`src/rtl/core/iphash_fifo.sv`:
```
// iphash_fifo: short register queue between the hash front end and the probe engine.
// Depends on nothing beyond its parameters.
module iphash_fifo #(
  parameter int W     = 8,
  parameter int DEPTH = 2
) (
  input  logic         clk,
  input  logic         rst_n,
  input  logic         push_valid,
  output logic         push_ready,
  input  logic [W-1:0] push_data,
  output logic         pop_valid,
  input  logic         pop_ready,
  output logic [W-1:0] pop_data
);

  localparam int PW = (DEPTH > 1) ? $clog2(DEPTH) : 1;
  localparam int CW = $clog2(DEPTH + 1);
  localparam logic [PW-1:0] LAST_P = PW'(DEPTH - 1);
  localparam logic [CW-1:0] FULL_C = CW'(DEPTH);

  logic [W-1:0]  store_r [DEPTH];
  logic [PW-1:0] wr_ptr_r, wr_ptr_nxt;
  logic [PW-1:0] rd_ptr_r, rd_ptr_nxt;
  logic [CW-1:0] cnt_r, cnt_nxt;
  logic          do_push, do_pop;

  assign push_ready = (cnt_r != FULL_C);
  assign pop_valid  = (cnt_r != '0);
  assign pop_data   = store_r[rd_ptr_r];
  assign do_push    = push_valid && push_ready;
  assign do_pop     = pop_valid && pop_ready;

  always_comb begin
    wr_ptr_nxt = wr_ptr_r;
    rd_ptr_nxt = rd_ptr_r;
    cnt_nxt    = cnt_r;
    if (do_push) begin
      wr_ptr_nxt = (wr_ptr_r == LAST_P) ? '0 : wr_ptr_r + 1'b1;
    end
    if (do_pop) begin
      rd_ptr_nxt = (rd_ptr_r == LAST_P) ? '0 : rd_ptr_r + 1'b1;
    end
    if (do_push && !do_pop) begin
      cnt_nxt = cnt_r + 1'b1;
    end else if (do_pop && !do_push) begin
      cnt_nxt = cnt_r - 1'b1;
    end
  end

  always_ff @(posedge clk) begin
    if (!rst_n) begin
      wr_ptr_r <= '0;
      rd_ptr_r <= '0;
      cnt_r    <= '0;
    end else begin
      wr_ptr_r <= wr_ptr_nxt;
      rd_ptr_r <= rd_ptr_nxt;
      cnt_r    <= cnt_nxt;
    end
  end

  always_ff @(posedge clk) begin
    if (do_push) begin
      store_r[wr_ptr_r] <= push_data;
    end
  end

endmodule

```
`config.mk`:
```
export PLATFORM = sky130hd
export DESIGN_NAME = iphash_fifo
export DESIGN_NICKNAME = d
export VERILOG_FILES = /design/src/rtl/core/iphash_fifo.sv
export SDC_FILE = /design/constraint.sdc
export NUM_CORES = 1
export LEC_CHECK = 0
export ABC_AREA = 1
export BUFFER_PORTS_ARGS = -buffer_cell sky130_fd_sc_hd__buf_2
export CAP_MARGIN = 20
export CORE_MARGIN = 8
export CORE_UTILIZATION = 45
export DETAILED_ROUTE_END_ITERATION = 6
export PLACE_DENSITY = 0.76
export SLEW_MARGIN = 20
export SYNTH_ARGS = -nofsm -noshare
export SYNTH_HDL_FRONTEND = slang
export SYNTH_SLANG_ARGS = --single-unit
```
`constraint.sdc`:
```
create_clock -name clk -period 3.1 [get_ports clk]
set_input_delay 0.155 -clock clk [delete_from_list [all_inputs] [get_ports clk]]
set_output_delay 0.155 -clock clk [all_outputs]
set_load 0.01 [all_outputs]
```
==> impl_table.tex <==
\begin{tabular}{lr}
\hline
Metric & Value \\
\hline
\multicolumn{2}{l}{\textbf{Placement}} \\
Placer Congestion & approximately 0.69 \\
Inst Count DP & 107 \\
Number of input and output port buffers inserted & 21 \\
Dpl hpwl & between 1 and 1.5 mm \\
Post-place setup slack & about 1.6 ns \\
\multicolumn{2}{l}{\textbf{Floorplan}} \\
X dimension of the die & roughly 60 microns \\
Rows & 15 \\
Die Ht & 59.1 microns \\
I/O pin count & 22 \\
Placeable core region & 1750 sq um \\
Initial Util & 0.479 \\
Die area & $\sim$3500 sq um \\
\multicolumn{2}{l}{\textbf{Detailed routing}} \\
DRC violations left & 0 \\
Ratio of routed vias to standard cells & 4.54 \\
Antenna violation net count after detailed routing & 0 \\
Routed length per instance & around 12 microns \\
First-pass iteration count of the detailed router & 6 \\
Total wirelength of the detailed-routed design & 1.38 mm \\
DRC marker count from the first detailed-route iteration & 4 \\
Total vias in the final route & between 500 and 600 \\
\multicolumn{2}{l}{\textbf{Setup path}} \\
Bufs and invs on worst path & 1 \\
Setup CP Type & reg2out \\
Largest delay contributor family on the critical path & flip-flops \\
CP arrival & approximately 1.4 ns \\
Critical path required time & 2.94 ns \\
Delay contributed by the slowest stage of the critical path & roughly 0.57 ns \\
Worst setup EP type & primary output \\
Critical-path cell with the highest stage delay & dfxtp\_1 \\
CP startpoint kind & flop \\
Crit-path max FO & 8 \\
Cell chain of the critical path & mux2\_2, buf\_2 \\
\multicolumn{2}{l}{\textbf{Pwr}} \\
Leakage Power & 0.000413 uW \\
Total power density per cell area & 761 nW/um\^{}2 \\
Peak VDD IR & 541 uV \\
\multicolumn{2}{l}{\textbf{STA}} \\
Highest achievable clock rate & 0.648 GHz \\
Post-route setup TNS & 0 ns \\
Minimum clock period & about 1.5 ns \\
Slew of the pin with the lowest slew margin & between 0.6 and 0.7 ns \\
Number of pins exceeding their max-slew limit in the final report & 0 \\
Smallest hold slack & between 0.04 and 0.05 ns \\
Worst Clk Skew & about 0.003 ns \\
Setup repair after global routing missed its margin & no \\
Fin crit share & 0.498 \\
Number of hold-slack violations in the final timing report & 0 \\
Worst slew margin relative to its limit & 0.560 \\
Setup Viol. Count Final & 0 \\
Setup slack of the critical path after layout & roughly 1.6 ns \\
\multicolumn{2}{l}{\textbf{Global routing}} \\
Via count of the first global-routing pass & 508 \\
Wire length of the first global-routing pass & 2.06 mm \\
Pin count of the biggest net entering global routing & 13 \\
Total grt overflow & 0 \\
Initial antenna violation count & 0 \\
Overall fraction of global-route tracks in use & 0.0805 \\
\multicolumn{2}{l}{\textbf{CTS}} \\
Count of clock tree sinks & 21 \\
\# Post-CTS Setup Buffers & 0 \\
Post-CTS clock slew at the launch and capture registers of the worst setup and hold paths & roughly 0.11 ns \\
Cell at the root of the clock tree & clkbuf\_4 \\
Skew-Pair Late Insertion Delay & a little under 0.3 ns \\
Cts bufs inserted & 3 \\
Buffer depth of the longest clock path & 2 \\
Resized Gates After CTS & 0 \\
CTS tree & yes \\
H-tree depth & 1 \\
Hold Buf Count CTS & 0 \\
\multicolumn{2}{l}{\textbf{Synth}} \\
Mean post-synth cell area & around 13 sq um \\
Count of different cell masters after synthesis & 18 \\
Share of the synthesized area in the top cell type & 0.575 \\
Gate Count Post-Synth & just over 60 \\
FF+latch count, synth & 21 \\
Yosys warnings & 0 \\
Netlist area before placement & roughly 840 sq um \\
Total nets after synthesis & 75 \\
Part of the Yosys area used for sequential elements & 0.695 \\
Leading area contributor after synthesis & edfxtp\_1 \\
Cell types with the largest area share after synthesis & edfxtp\_1 57\%, dfxtp\_1 12\%, mux2\_2 11\%, nor2\_1 3.6\%, inv\_1 2.7\% \\
\multicolumn{2}{l}{\textbf{Finish}} \\
P\&R area growth vs syn & 19.0\% \\
Layout Nets & 100 \\
Area of all sequential standard cells & roughly 580 sq um \\
Number of fill cells in the layout & approximately 160 \\
Antenna fix cells & 0 \\
Multi-input combinational cell area & 219 sq um \\
Layout cells sized above 1 & 0.453 \\
Count of placed standard cells in the final layout, fillers left out & 111 \\
\multicolumn{2}{l}{\textbf{Status}} \\
Outcome & finished, final reports clean \\
\multicolumn{2}{l}{\textbf{Min path}} \\
Path category of the worst min-delay check & in2reg \\
\multicolumn{2}{l}{\textbf{Flow run}} \\
Max Cap Viol & 0 \\
\hline
\end{tabular}
==> cells by family after synthesis <==
group           share of synthesized area
mux                                 0.108
fa+ha+maj                          0.0150
buf+inv                            0.0434
flops                               0.695
compound gates                     0.0284
simple gates                        0.111
==> worst reg2reg max path, stage by stage (launching register included) <==
cell and delay (ns):
dfxtp_1 0.40, inv_2 0.08, nand2_4 0.07, nand2_4 0.06
nor2_1 0.51
==> cells in the mapped netlist <==
cell and number:
a21oi_1 1, buf_2 1, clkinv_2 1, dfxtp_1 5, edfxtp_1 16, ha_1 1
inv_1 6, inv_2 1, mux2_2 8, nand2_1 6, nand2_2 1, nand2_4 2
nand3_1 1, nand4_1 1, nor2_1 8, o21a_2 1, o21ai_0 1, o21ai_1 1
==> cell usage in the layout, fill, tap and decap left out, drive strengths merged <==
cell type  count
buf           21
edfxtp        16
nand2          9
mux2           8
nor2           8
inv            7
dfxtp          5
clkbuf         3
clkinv         2
o21ai          2
o21a           1
nand3          1
nand4          1
a21oi          1
ha             1
==> sequential cells by signal (all words and copies together) (netlist names), named ones only <==
name      count
cnt_r         2
rd_ptr_r      1
store_r      16
wr_ptr_r      1
==> per-layer routing <==
layer  vias to the layer above  part of all wire  track usage
met3                         2             0.082       0.0347
met2                        17              0.55        0.148
met1                       225              0.36       0.0728
met5                         -                 0            0
met4                         0            0.0094       0.0410
li1                        260                 -            -
==> metrics by stage <==
stage                     utilization  total power, uW  instance area [sq um]
after floorplan                     -              567                    836
after global placement          0.554              637                    967
after detailed placement        0.554              646                    967
after CTS                       0.570              767                    995
after global routing            0.570              808                    995
final                           0.570              757                    995
==> where the power goes <==
group	total, uW	internal, uW	switching [uW]	leakage [uW]
clock	122	47.9	74.0	0.0000177
combinational	239	107	132	0.000204
sequential	396	360	36.5	0.000191
==> cell type report <==
class	count	share of cell area
multi-input combinational	32	0.220
clock buffer	3	0.0226
sequential	21	0.584
clock inverter	1	0.00503
timing repair buffer	21	0.106
tap	25	0.0314
inverter	8	0.0314
==> path summary, 6_finish.rpt <==
| kind | from | to | slack [ns] | cells after the start |
|---|---|---|---|---|
| hold reg to reg | rd_ptr_r | flop | 0.51 | 2 |
| setup / recovery | flop | pop_data[5] | 1.56 | 2 |
| hold / removal | push_data[6] | store_r[1][6] | 0.05 | 1 |
| setup reg to reg | cnt_r[0] | store_r[0][0] | 1.63 | 4 |
Power figures use the tool's default switching activity.
