### config.mk
export PLATFORM = sky130hd
export DESIGN_NAME = iphash_front
export DESIGN_NICKNAME = d
export VERILOG_FILES = /design/src/rtl/core/iphash_pkg.sv /design/src/rtl/core/iphash_front.sv
export SDC_FILE = /design/constraint.sdc
export NUM_CORES = 1
export LEC_CHECK = 0
export BUFFER_PORTS_ARGS = -buffer_cell sky130_fd_sc_hd__buf_2
export CORE_AREA = 2 2 151 94
export DETAILED_ROUTE_END_ITERATION = 8
export DIE_AREA = 0 0 153 96
export GPL_ROUTABILITY_DRIVEN = 0
export GPL_TIMING_DRIVEN = 0
export PLACE_DENSITY = 0.81
export SYNTH_ARGS = -nofsm -noshare
export SYNTH_HDL_FRONTEND = slang
export SYNTH_SLANG_ARGS = --single-unit
### constraint.sdc
create_clock -name clk -period 8.45 [get_ports clk]
set_input_delay 0.4225 -clock clk [delete_from_list [all_inputs] [get_ports clk]]
set_output_delay 0.4225 -clock clk [all_outputs]
set_load 0.005 [all_outputs]
### src/rtl/core/iphash_pkg.sv
// iphash_pkg: shared types and constants for the IPv4 hash table core.
// Used by iphash_front, iphash_back and the top level; has no dependencies.
package iphash_pkg;

  localparam int KEY_W   = 32;
  localparam int NODE_W  = 7;
  localparam int REQ_W   = 2;
  localparam int EPOCH_W = 8;
  localparam int Q_DEPTH = 2;

  localparam logic [REQ_W-1:0] REQ_INSERT = 2'd0;
  localparam logic [REQ_W-1:0] REQ_LOOKUP = 2'd1;
  localparam logic [REQ_W-1:0] REQ_CLEAR  = 2'd2;

  localparam logic [KEY_W-1:0]   HASH_MULT = 32'h045D9F3B;
  localparam logic [EPOCH_W-1:0] EPOCH_CLR = '0;
  localparam logic [EPOCH_W-1:0] EPOCH_1ST = 8'd1;
  localparam logic [EPOCH_W-1:0] EPOCH_MAX = '1;

  typedef struct packed {
    logic [REQ_W-1:0]  req_type;
    logic [KEY_W-1:0]  ip_address;
    logic [NODE_W-1:0] node_index;
  } in_item_t;

  typedef struct packed {
    logic              found;
    logic [NODE_W-1:0] node_result;
    logic              table_full;
  } out_item_t;

  typedef struct packed {
    logic clearing;
  } back_status_t;

endpackage

### src/rtl/core/iphash_front.sv
// iphash_front: accepts request transactions and computes the start slot hash.
// Depends on iphash_pkg; feeds iphash_fifo.
module iphash_front #(
  parameter int SLOTS = 256
) (
  input  logic                       clk,
  input  logic                       rst_n,
  input  logic                       in_valid,
  output logic                       in_ready,
  input  iphash_pkg::in_item_t       in_data,
  input  iphash_pkg::back_status_t   status,
  output logic                       push_valid,
  input  logic                       push_ready,
  output logic [$bits(iphash_pkg::in_item_t)+$clog2(SLOTS)-1:0] push_data
);
  import iphash_pkg::*;

  localparam int AW = $clog2(SLOTS);
  localparam int RW = AW + 1;
  localparam bit POW2 = ((SLOTS & (SLOTS - 1)) == 0);
  localparam logic [RW-1:0] SLOTS_R = RW'(SLOTS);

  localparam logic [2:0] F_IDLE = 3'd0;
  localparam logic [2:0] F_MUL  = 3'd1;
  localparam logic [2:0] F_FOLD = 3'd2;
  localparam logic [2:0] F_MOD  = 3'd3;
  localparam logic [2:0] F_PUSH = 3'd4;

  logic [2:0]       state_r, state_nxt;
  in_item_t         item_r;
  logic [KEY_W-1:0] prod_r;
  logic [KEY_W-1:0] sh_r, sh_nxt;
  logic [AW-1:0]    rem_r, rem_nxt;
  logic [2:0]       dig_r, dig_nxt;
  logic [KEY_W-1:0] xkey, fold;
  logic [AW-1:0]    rem_step;
  logic [AW-1:0]    slot;
  logic             accept;

  assign in_ready = (state_r == F_IDLE) && !status.clearing;
  assign accept   = in_valid && in_ready;
  assign xkey     = item_r.ip_address ^ {16'b0, item_r.ip_address[31:16]};
  assign fold     = prod_r ^ {16'b0, prod_r[31:16]};
  assign slot     = POW2 ? fold[AW-1:0] : rem_r;
  assign push_data = {item_r, slot};
  assign push_valid = ((state_r == F_FOLD) && POW2) || (state_r == F_PUSH);

  always_comb begin
    logic [RW-1:0] t;
    logic [AW-1:0] r;
    r = rem_r;
    t = '0;
    for (int i = 0; i < 4; i++) begin
      t = {r, sh_r[KEY_W-1-i]};
      if (t >= SLOTS_R) begin
        t = t - SLOTS_R;
      end
      r = t[AW-1:0];
    end
    rem_step = r;
  end

  always_comb begin
    state_nxt = state_r;
    sh_nxt    = sh_r;
    rem_nxt   = rem_r;
    dig_nxt   = dig_r;
    unique case (state_r)
      F_IDLE: begin
        if (accept) begin
          state_nxt = F_MUL;
        end
      end
      F_MUL: begin
        state_nxt = F_FOLD;
      end
      F_FOLD: begin
        if (POW2) begin
          if (push_ready) begin
            state_nxt = F_IDLE;
          end
        end else begin
          sh_nxt    = fold;
          rem_nxt   = '0;
          dig_nxt   = '0;
          state_nxt = F_MOD;
        end
      end
      F_MOD: begin
        rem_nxt = rem_step;
        sh_nxt  = sh_r << 4;
        dig_nxt = dig_r + 1'b1;
        if (dig_r == 3'd7) begin
          state_nxt = F_PUSH;
        end
      end
      F_PUSH: begin
        if (push_ready) begin
          state_nxt = F_IDLE;
        end
      end
      default: begin
        state_nxt = F_IDLE;
      end
    endcase
  end

  always_ff @(posedge clk) begin
    if (!rst_n) begin
      state_r <= F_IDLE;
    end else begin
      state_r <= state_nxt;
    end
  end

  always_ff @(posedge clk) begin
    if (accept) begin
      item_r <= in_data;
    end
    if (state_r == F_MUL) begin
      prod_r <= xkey * HASH_MULT;
    end
    sh_r  <= sh_nxt;
    rem_r <= rem_nxt;
    dig_r <= dig_nxt;
  end

endmodule

==> results of run 1 <==
[cell usage after synthesis, drive strengths merged, types with 2 or more instances]
library cell  instances  area (µm²)
a21oi                 7        38.8
or3                   2        13.8
buf                  16         120
or2                   4        25.0
a21o                  7        52.6
nor3                  4        20.0
nor3b                 2        15.0
o211ai                2        15.0
nor2b                 2        12.5
and2                  6        37.5
a21boi                2        15.0
nand3b                2        15.0
nor2                 30         113
a211oi                3        22.5
a221oi                2        17.5
nand3                 3        15.0
xnor2                48         450
inv                 228         856
nand2                 8        30.0
ha                  110        1380
xor2                 31         290
clkbuf                3        11.3
dfxtp                 3        60.1
a211o                 2        17.5
fa                  110        2200
nand2b                3        18.8
o221a                 2        22.5
o21ai                13        68.8
edfxtp               60        1800
[registers in the layout (all words and copies together) (netlist names)]
name       flops
push_data     41
state_r        3
dig_r          3
prod_r        16
[cell type report]
class,count,area [µm²],share of cell area
Sequential cell,63,1860,0.209
Timing Repair Buffer,97,492,0.0553
Multi-Input combinational cell,417,5030,0.566
Tap cell,175,219,0.0246
Inverter,229,860,0.0967
Buffer,19,131,0.0148
Clock inverter,7,71.3,0.00802
Clock buffer,9,225,0.0253
[cell families (layout without fill, tap and decap cells)]
logic type	after synthesis	after routing	synth area share
buffers and inverters	248	361	0.126
AO/OA/AOI/OAI	49	49	0.0453
AND/OR/NAND/NOR	68	68	0.0416
XOR/XNOR	80	80	0.0969
adder cells (fa/ha/maj)	220	220	0.454
flip-flops	63	63	0.236
[metrics by stage]
| stage | instance area, µm² | setup WS, ns | hold slack [ns] | std cells |
|---|---|---|---|---|
| 2_1_floorplan | 7880 | 1.94 | 0.513 | 728 |
| 3_3_place_gp | 8580 | 0.838 | 0.528 | 999 |
| 3_5_place_dp | 8600 | 0.855 | 0.545 | 1000 |
| 4_1_cts | 8890 | 0.779 | 0.245 | 1016 |
| 5_1_grt | 8890 | 0.470 | 0.246 | 1016 |
| 6_report | 8890 | 0.602 | 0.249 | 1016 |
[per-layer routing]
layer,up-vias,global-route usage
met5,-,0
met4,2,0.0540
met3,29,0.105
li1,2435,-
met1,2535,0.377
met2,259,0.364
[final timing paths]
| kind | startpoint | to | cells after the start |
|---|---|---|---|
| min | in_data[1] | push_data[9] | 1 |
| min reg2reg | dig_r[0] | dig_r[0] | 1 |
| max reg2reg | push_data[39] | prod_r[23] | 22 |
| max | push_data[39] | prod_r[23] | 22 |
[worst max-delay path, delay by kind of cell (launching register included)]
family,cells,cell delay (ns)
flops,1,0.42
compound gates,4,1.33
xor+xnor,3,1.25
fa+ha+maj,8,3.44
buf+inv,5,0.68
simple gates,2,0.47
==> results.md, run 1 <==
- Rows: 33
- Crit-path cells: xor2_1 -> clkinv_1 -> xnor2_2 -> inv_1 -> ha_1 -> nor2_1 -> fa_1 -> fa_1 -> fa_1 -> inv_1 -> fa_1 -> fa_1 -> inv_1 -> fa_1 -> inv_1 -> ha_1 -> nand3_1 -> a2111oi_0 -> o211a_1 -> o311ai_2 -> a32oi_1 -> xnor3_1
- Antenna Violating Nets Remaining: 0
- Hold Violations, Final: 0
- Global route overflow: 0
- First-pass GRT wire length: 28000 µm
- Final Critical Period: 7.85 ns
- Synth cell types: 47
- CP Class: flip-flop to flip-flop
- Post-synth EDFFs: 60
- IO Port Bufs: 96
- Number of max-cap violations: 0
- Initial Utilization: 0.591
- Seq cells post-synth: 63
- Longest Clk Path Bufs: 2
- Vias per cell: 5.18
- Routed length per instance: 17.6 µm
- Die Span Y: 96 µm
- Register area share after synthesis: 0.236
- Crit start category: flip-flop
- Layout cell share with drive strength beyond 1: 0.172
- Slew Viols, Final: 0
- DRC viols: 0
- Syn-to-layout area delta: 12.9%
- Top-Level Pins: 97
- Met2 wire len: 7280 µm
- Clock skew: 0.00922 ns
- Status: complete, no violations
- Crit path largest cell delay: 0.69 ns
- Reg2reg setup slack: 0.60 ns
- Final WL: 17900 µm
- Slew @ Worst Pin: 1.18 ns
- Period utilization: 0.929
- CTS tree: done
- Clock Root Buffer: clkbuf_16
- Post-CTS resize count: 0
- Final nets: 1102
- Detail Placement HPWL: 15200 µm
- Largest net degree at the start of global routing: 42
- Setup Fix Bufs, Post-CTS: 0
- Util after Layout: 0.667
- Most common cell after layout, fill and taps aside: inv_1
- Die W: 153 µm
- Arrival time at the worst endpoint: 7.93 ns
- Hold Path Class: primary input to flip-flop
- CTS Hold Bufs: 0
- CTS H-Tree Depth: 3
- Area of the mapped netlist: 0.00788 mm²
- Fillers: 1033
- Yosys warns: 0
- CP Capture Type: flip-flop
- Worst skew pair latency: 0.35 ns
- DR top layer: met5
- RSZ-0062 raised after global routing: false
- Core area: 0.0133 mm²
- Die area: 0.0147 mm²
- Via count: 5260
- Number of global-route vias before repair: 5328
- Cells after synthesis: 728
- Initial antenna violation count: 0
- Initial DRT Pass Iterations: 5
- Most frequent cells in the layout: inv_1 (228), fa_1 (110), ha_1 (110)
- Sink Count: 63
- Setup violations, final: 0
- Fmax: 127 MHz
- Worst-path clk slew: 0.06 ns
- CTS buffer count: 9
- Total GRT Usage: 0.259
- Fraction of registers with async set or reset after synthesis: 0
- Critical path's most frequent cell: fa_1
- Worst Path Required: 8.53 ns
- Initial detailed-routing violation count: 387
- Main synth FF type: edfxtp_1
- Worst path slowest cell: a2111oi_0
- Per-instance average area after synthesis: 10.8 µm²
- Ant diodes: 0
- Max_slew headroom: 0.213
- Setup TNS: 0 ns
- Routed wl met3: 2160 µm
- Syn_nets: 994
- Crit Path Max Fanout: 6
- Wl on met1: 8140 µm
Power of run 1 is not shown: default switching activity piles up to over one toggle a cycle in this logic, so the estimate is an artifact.
==> inputs of run 2 (changes only) <==
BUFFER_PORTS_ARGS = -buffer_cell sky130_fd_sc_hd__clkbuf_2   (was -buffer_cell sky130_fd_sc_hd__buf_2)
==> results.md, run 2 (synthesized netlist as in run 1, its figures left out) <==
- Status: complete, no violations
- Worst R2R End: prod_r[23]
- Setup violations, final: 0 (unchanged)
- Antenna Violating Nets Remaining: 0 (unchanged)
- Initial antenna violation count: 0 (unchanged)
- IO Port Bufs: 96 (unchanged)
- Largest register FFs: 41 (unchanged)
- Cell Count, Final, Fillers Out: 1016 (unchanged)
- CP Buf/Inv Count: 5 (unchanged)
- Initial Utilization: 0.591 (unchanged)
- Number of max-cap violations: 0 (unchanged)
- CTS buffer count: 9 (unchanged)
- Initial detailed-routing violation count: 346 (-11%)
- Die Span Y: 96 µm (unchanged)
- Setup TNS: 0 ns (unchanged)
- Final Critical Period: 7.91 ns (+0.0653 ns)
- Fmax: 126 MHz (-0.83%)
- CP Class: flip-flop to flip-flop
- Crit path largest cell delay: 0.66 ns (-0.03 ns)
- Clock skew: 0.00916 ns (-0.0000517 ns)
- Crit path max-delay family: adder cells
- Period utilization: 0.937 (+0.00773)
- Most frequent cells in the layout: inv_1 (228), fa_1 (110), ha_1 (110)
- Syn-to-layout area delta: 13.3%
- Total GRT Usage: 0.254 (-0.00438)
- Initial DRT Pass Iterations: 5 (unchanged)
- Largest net degree at the start of global routing: 42 (unchanged)
- Reg2reg setup slack: 0.54 ns (-0.07 ns)
- Max_slew headroom: 0.214 (+0.00144)
- Hold Path End: push_data[23]
- Die area: 0.0147 mm² (unchanged)
- Crit-path cells: xor2_1 -> clkinv_1 -> xnor2_2 -> inv_1 -> ha_1 -> nor2_1 -> fa_1 -> fa_1 -> fa_1 -> inv_1 -> fa_1 -> fa_1 -> inv_1 -> fa_1 -> inv_1 -> ha_1 -> nand3_1 -> a2111oi_0 -> o211a_1 -> o311ai_2 -> a32oi_1 -> xnor3_1
- Global route overflow: 0 (unchanged)
- Clock Root Buffer: clkbuf_16
- CP Capture Type: flip-flop
- Final nets: 1102 (unchanged)
- Hold depth: 1 (unchanged)
- Top-Level Pins: 97 (unchanged)
- Setup Fix Bufs, Post-CTS: 0 (unchanged)
- Rows: 33 (unchanged)
- Via count: 5228 (-0.61%)
- Critical path's most frequent cell: fa_1
- Worst-path clk slew: 0.06 ns (about the same)
- Vias per cell: 5.15 (-0.61%)
- First-pass GRT wire length: 27300 µm (-2.4%)
- Critical R2R Launch: push_data[39]
- FF-to-FF path depth: 22 (unchanged)
- Core area: 0.0133 mm² (unchanged)
- CTS H-Tree Depth: 3 (unchanged)
- Hold Crit Start: in_data[15]
- Crit start category: flip-flop
- Number of global-route vias before repair: 5186 (-2.7%)
- Post-CTS resize count: 0 (unchanged)
- Longest Clk Path Bufs: 2 (unchanged)
- Hold Violations, Final: 0 (unchanged)
- Die W: 153 µm (unchanged)
- Final WL: 17600 µm (-1.5%)
- Slew @ Worst Pin: 1.17 ns (-0.00215 ns)
- CTS Hold Bufs: 0 (unchanged)
- Sink Count: 63 (unchanged)
- RSZ-0062 raised after global routing: false
- Crit Path Max Fanout: 6 (unchanged)
- DRC viols: 0 (unchanged)
- Slew Viols, Final: 0 (unchanged)
- Worst skew pair latency: 0.34 ns (about the same)
- Arrival time at the worst endpoint: 7.99 ns (+0.06 ns)
- Layout cell share with drive strength beyond 1: 0.174 (+0.00119)
- Detail Placement HPWL: 15000 µm (-1.3%)
- Worst path slowest cell: a2111oi_0
- Routed length per instance: 17.3 µm (-1.5%)
- CTS tree: done
- Worst Path Required: 8.53 ns (about the same)
- Hold Path Class: primary input to flip-flop
- DP Cell Count: 1000 (unchanged)
- Ant diodes: 0 (unchanged)
- Most common cell after layout, fill and taps aside: inv_1
[run 2: layout make-up]
cell class	instances	area, µm²
fillers	1004	4410
plain buffers	19	131
clock inverters	7	104
clock buffers	9	225
inverters	229	860
well taps	175	219
multi-input cells	417	5030
flip-flops and latches	63	1860
repair buffers	97	492
[run 2: routing by layer]
| layer | global-route usage | vias to the layer above | part of all wire |
|---|---|---|---|
| li1 | - | 2438 | - |
| met1 | 0.361 | 2526 | 0.44 |
| met2 | 0.361 | 243 | 0.41 |
| met3 | 0.116 | 21 | 0.14 |
| met4 | 0.0502 | 0 | 0.011 |
| met5 | 0 | - | 0 |
[run 2: worst max path at each step]
stage / from / endpoint / slack (ns) / cells after the start
4_1_cts: push_data[39] / prod_r[23] / 0.70 / 22
5_1_grt: push_data[39] / prod_r[23] / 0.40 / 22
2_1_floorplan: push_data[29] / prod_r[23] / 1.94 / 18
3_3_place_gp: push_data[39] / prod_r[23] / 0.85 / 22
3_5_place_dp: push_data[39] / prod_r[23] / 0.78 / 22
6_report: push_data[39] / prod_r[23] / 0.54 / 22
[run 2: through the flow]
step | util | area [µm²] | hold slack (ns) | setup WS [ns]
floorplan | - | 7880 | 0.513 | 1.94
global placement | 0.643 | 8580 | 0.528 | 0.854
detailed placement | 0.645 | 8600 | 0.534 | 0.783
CTS | 0.669 | 8920 | 0.244 | 0.705
global route | 0.669 | 8920 | 0.240 | 0.400
finish | 0.669 | 8920 | 0.249 | 0.536
Power of run 2 is left out for the same reason.
==> inputs of run 3 (changes only) <==
ABC_AREA = 1   (was unset)
CORE_AREA = 2 2 155 97   (was 2 2 151 94)
DIE_AREA = 0 0 157 99   (was 0 0 153 96)
==> results.md, run 3 <==
- Status: complete, no violations
- Ant diodes: 0 (unchanged)
- Max_slew headroom: 0.311 (+0.0972)
- Final Critical Period: 7.48 ns (-0.438 ns)
- Main synth FF type: edfxtp_1
- Synth top cells by count: inv_1 (286), nand2_1 (137), fa_1 (110), ha_1 (110), edfxtp_1 (60)
- Final WL: 19500 µm (+11%)
- Setup violations, final: 0 (unchanged)
- Setup TNS: 0 ns (unchanged)
- Cell taking the most area after synthesis: fa_1
- Period utilization: 0.885 (-0.0519)
- Largest net degree at the start of global routing: 43 (+2.4%)
- Total GRT Usage: 0.279 (+0.0247)
- Worst path slowest cell: xor2_1
- Most common cell after layout, fill and taps aside: inv_1
- Sink Count: 63 (unchanged)
- Fillers: 1100 (+9.6%)
- Fmax: 134 MHz (+5.9%)
- Die area: 0.0155 mm² (+5.8%)
- Arrival time at the worst endpoint: 7.58 ns (-0.41 ns)
- RSZ-0062 raised after global routing: false
- Post-CTS resize count: 0 (unchanged)
- CTS Hold Bufs: 0 (unchanged)
- CTS buffer count: 9 (unchanged)
- Most frequent cells in the layout: inv_1 (285), nand2_1 (137), fa_1 (110), ha_1 (110), clkbuf_2 (96)
- Multi-input combinational cell area: 0.00522 mm² (+3.8%)
- IO Port Bufs: 96 (unchanged)
- Initial detailed-routing violation count: 569 (+64%)
- Top-Level Pins: 97 (unchanged)
- Crit Path Max Fanout: 5 (-1)
- Synth cell types: 32 (-32%)
- Register area: 0.00186 mm² (unchanged)
- Largest register FFs: 41 (unchanged)
- Antenna Violating Nets Remaining: 0 (unchanged)
- DRC viols: 0 (unchanged)
- Routed length per instance: 15.9 µm (-8.0%)
- CP Class: flip-flop to flip-flop
- CP Capture Type: flip-flop
- Register area share after synthesis: 0.224 (-0.0121)
- Layout cell share with drive strength beyond 1: 0.159 (-0.0150)
- Die Span Y: 99 µm (+3.1%)
- Worst Path Required: 8.56 ns (+0.03 ns)
- Most frequent cell after synthesis: inv_1
- Vias per cell: 5.13 (-0.34%)
- Initial Utilization: 0.590 (-0.00102)
- First-pass GRT wire length: 32100 µm (+18%)
- Clock skew: 0.00811 ns (-0.00105 ns)
- Final nets: 1289 (+17%)
- Crit start category: flip-flop
- Number of global-route vias before repair: 6575 (+27%)
- Worst skew pair latency: 0.35 ns (about the same)
- Slew Viols, Final: 0 (unchanged)
- Cells after synthesis: 915 (+26%)
- Syn-to-layout area delta: 12.3%
- Post-synth EDFFs: 60 (unchanged)
- Setup Fix Bufs, Post-CTS: 0 (unchanged)
- Global route overflow: 0 (unchanged)
- Detail Placement HPWL: 16800 µm (+12%)
- Synth top area share: 0.265 (-0.0143)
- Longest Clk Path Bufs: 2 (unchanged)
- Clock Root Buffer: clkbuf_16
- Syn_nets: 1181 (+19%)
- Yosys warns: 0 (unchanged)
- Via count: 6287 (+20%)
- Seq cells post-synth: 63 (unchanged)
- Crit path largest cell delay: 0.67 ns (about the same)
- Hold Path Class: primary input to flip-flop
- Rows: 34 (+3.0%)
- Hold Violations, Final: 0 (unchanged)
- CTS H-Tree Depth: 3 (unchanged)
- Fraction of registers with async set or reset after synthesis: 0 (unchanged)
- CTS tree: done
- Area of the mapped netlist: 0.00830 mm² (+5.4%)
- Number of max-cap violations: 0 (unchanged)
- Initial antenna violation count: 0 (unchanged)
- Die W: 157 µm (+2.6%)
- Core area: 0.0141 mm² (+5.6%)
- Initial DRT Pass Iterations: 6 (+1)
- Per-instance average area after synthesis: 9.08 µm² (-16%)
- Top cells by area, synth: fa_1 (27%), edfxtp_1 (22%), ha_1 (17%), inv_1 (13%), nand2_1 (6.2%)
- Critical path's most frequent cell: inv_1
- Worst-path clk slew: 0.06 ns (about the same)
- Slew @ Worst Pin: 1.03 ns (-0.149 ns)
-- run 3: final timing paths --
path                                     from  slack (ns)       endpoint  cells after the start
worst max register to register  push_data[36]        0.97     prod_r[23]                     27
worst min register to register     state_r[2]        0.54     state_r[2]                      2
worst max-delay path            push_data[36]        0.97     prod_r[23]                     27
worst min-delay path               in_data[3]        0.24  push_data[11]                      1
-- run 3: layout make-up --
class	count	area share
Clock buffer	9	0.0241
Inverter	294	0.118
Buffer	16	0.0129
Clock inverter	7	0.00577
Tap cell	198	0.0266
Sequential cell	63	0.200
Multi-Input combinational cell	542	0.560
Timing Repair Buffer	97	0.0527
-- run 3: through the flow --
step           hold WS (ns)  instance area, µm²  utilization  setup WS, ns  std cells
2_1_floorplan         0.486                8300            -          2.47        915
3_3_place_gp          0.512                9030        0.641          1.32       1209
3_5_place_dp          0.530                9050        0.643          1.23       1210
4_1_cts               0.239                9330        0.662          1.19       1226
5_1_grt               0.234                9330        0.662         0.709       1226
6_report              0.241                9330        0.662         0.975       1226
-- run 3: logic make-up (layout without fill, tap and decap cells) --
kind of cell    count (synthesis)  count (layout)  synth area share
buf+inv                       310             423             0.147
simple gates                  238             238             0.126
fa+ha+maj                     220             220             0.431
flops                          63              63             0.224
compound gates                 46              46            0.0298
xor+xnor                       38              38            0.0419
-- run 3: worst max-delay path: cells and delay by family (launching register included) --
kind	cells	cell delay [ns]
fa+ha+maj	7	3.09
xor+xnor	1	0.67
buf+inv	9	0.78
compound gates	2	0.66
flops	1	0.45
simple gates	8	1.58
-- run 3: metal layers --
metal / vias to the layer above / wire [µm] / track usage
met5: - / 35 / 0.0190
met4: 2 / 248 / 0.0656
met3: 25 / 2960 / 0.119
met2: 356 / 7930 / 0.399
met1: 2967 / 8360 / 0.392
li1: 2937 / - / -
Power of run 3 is left out for the same reason.
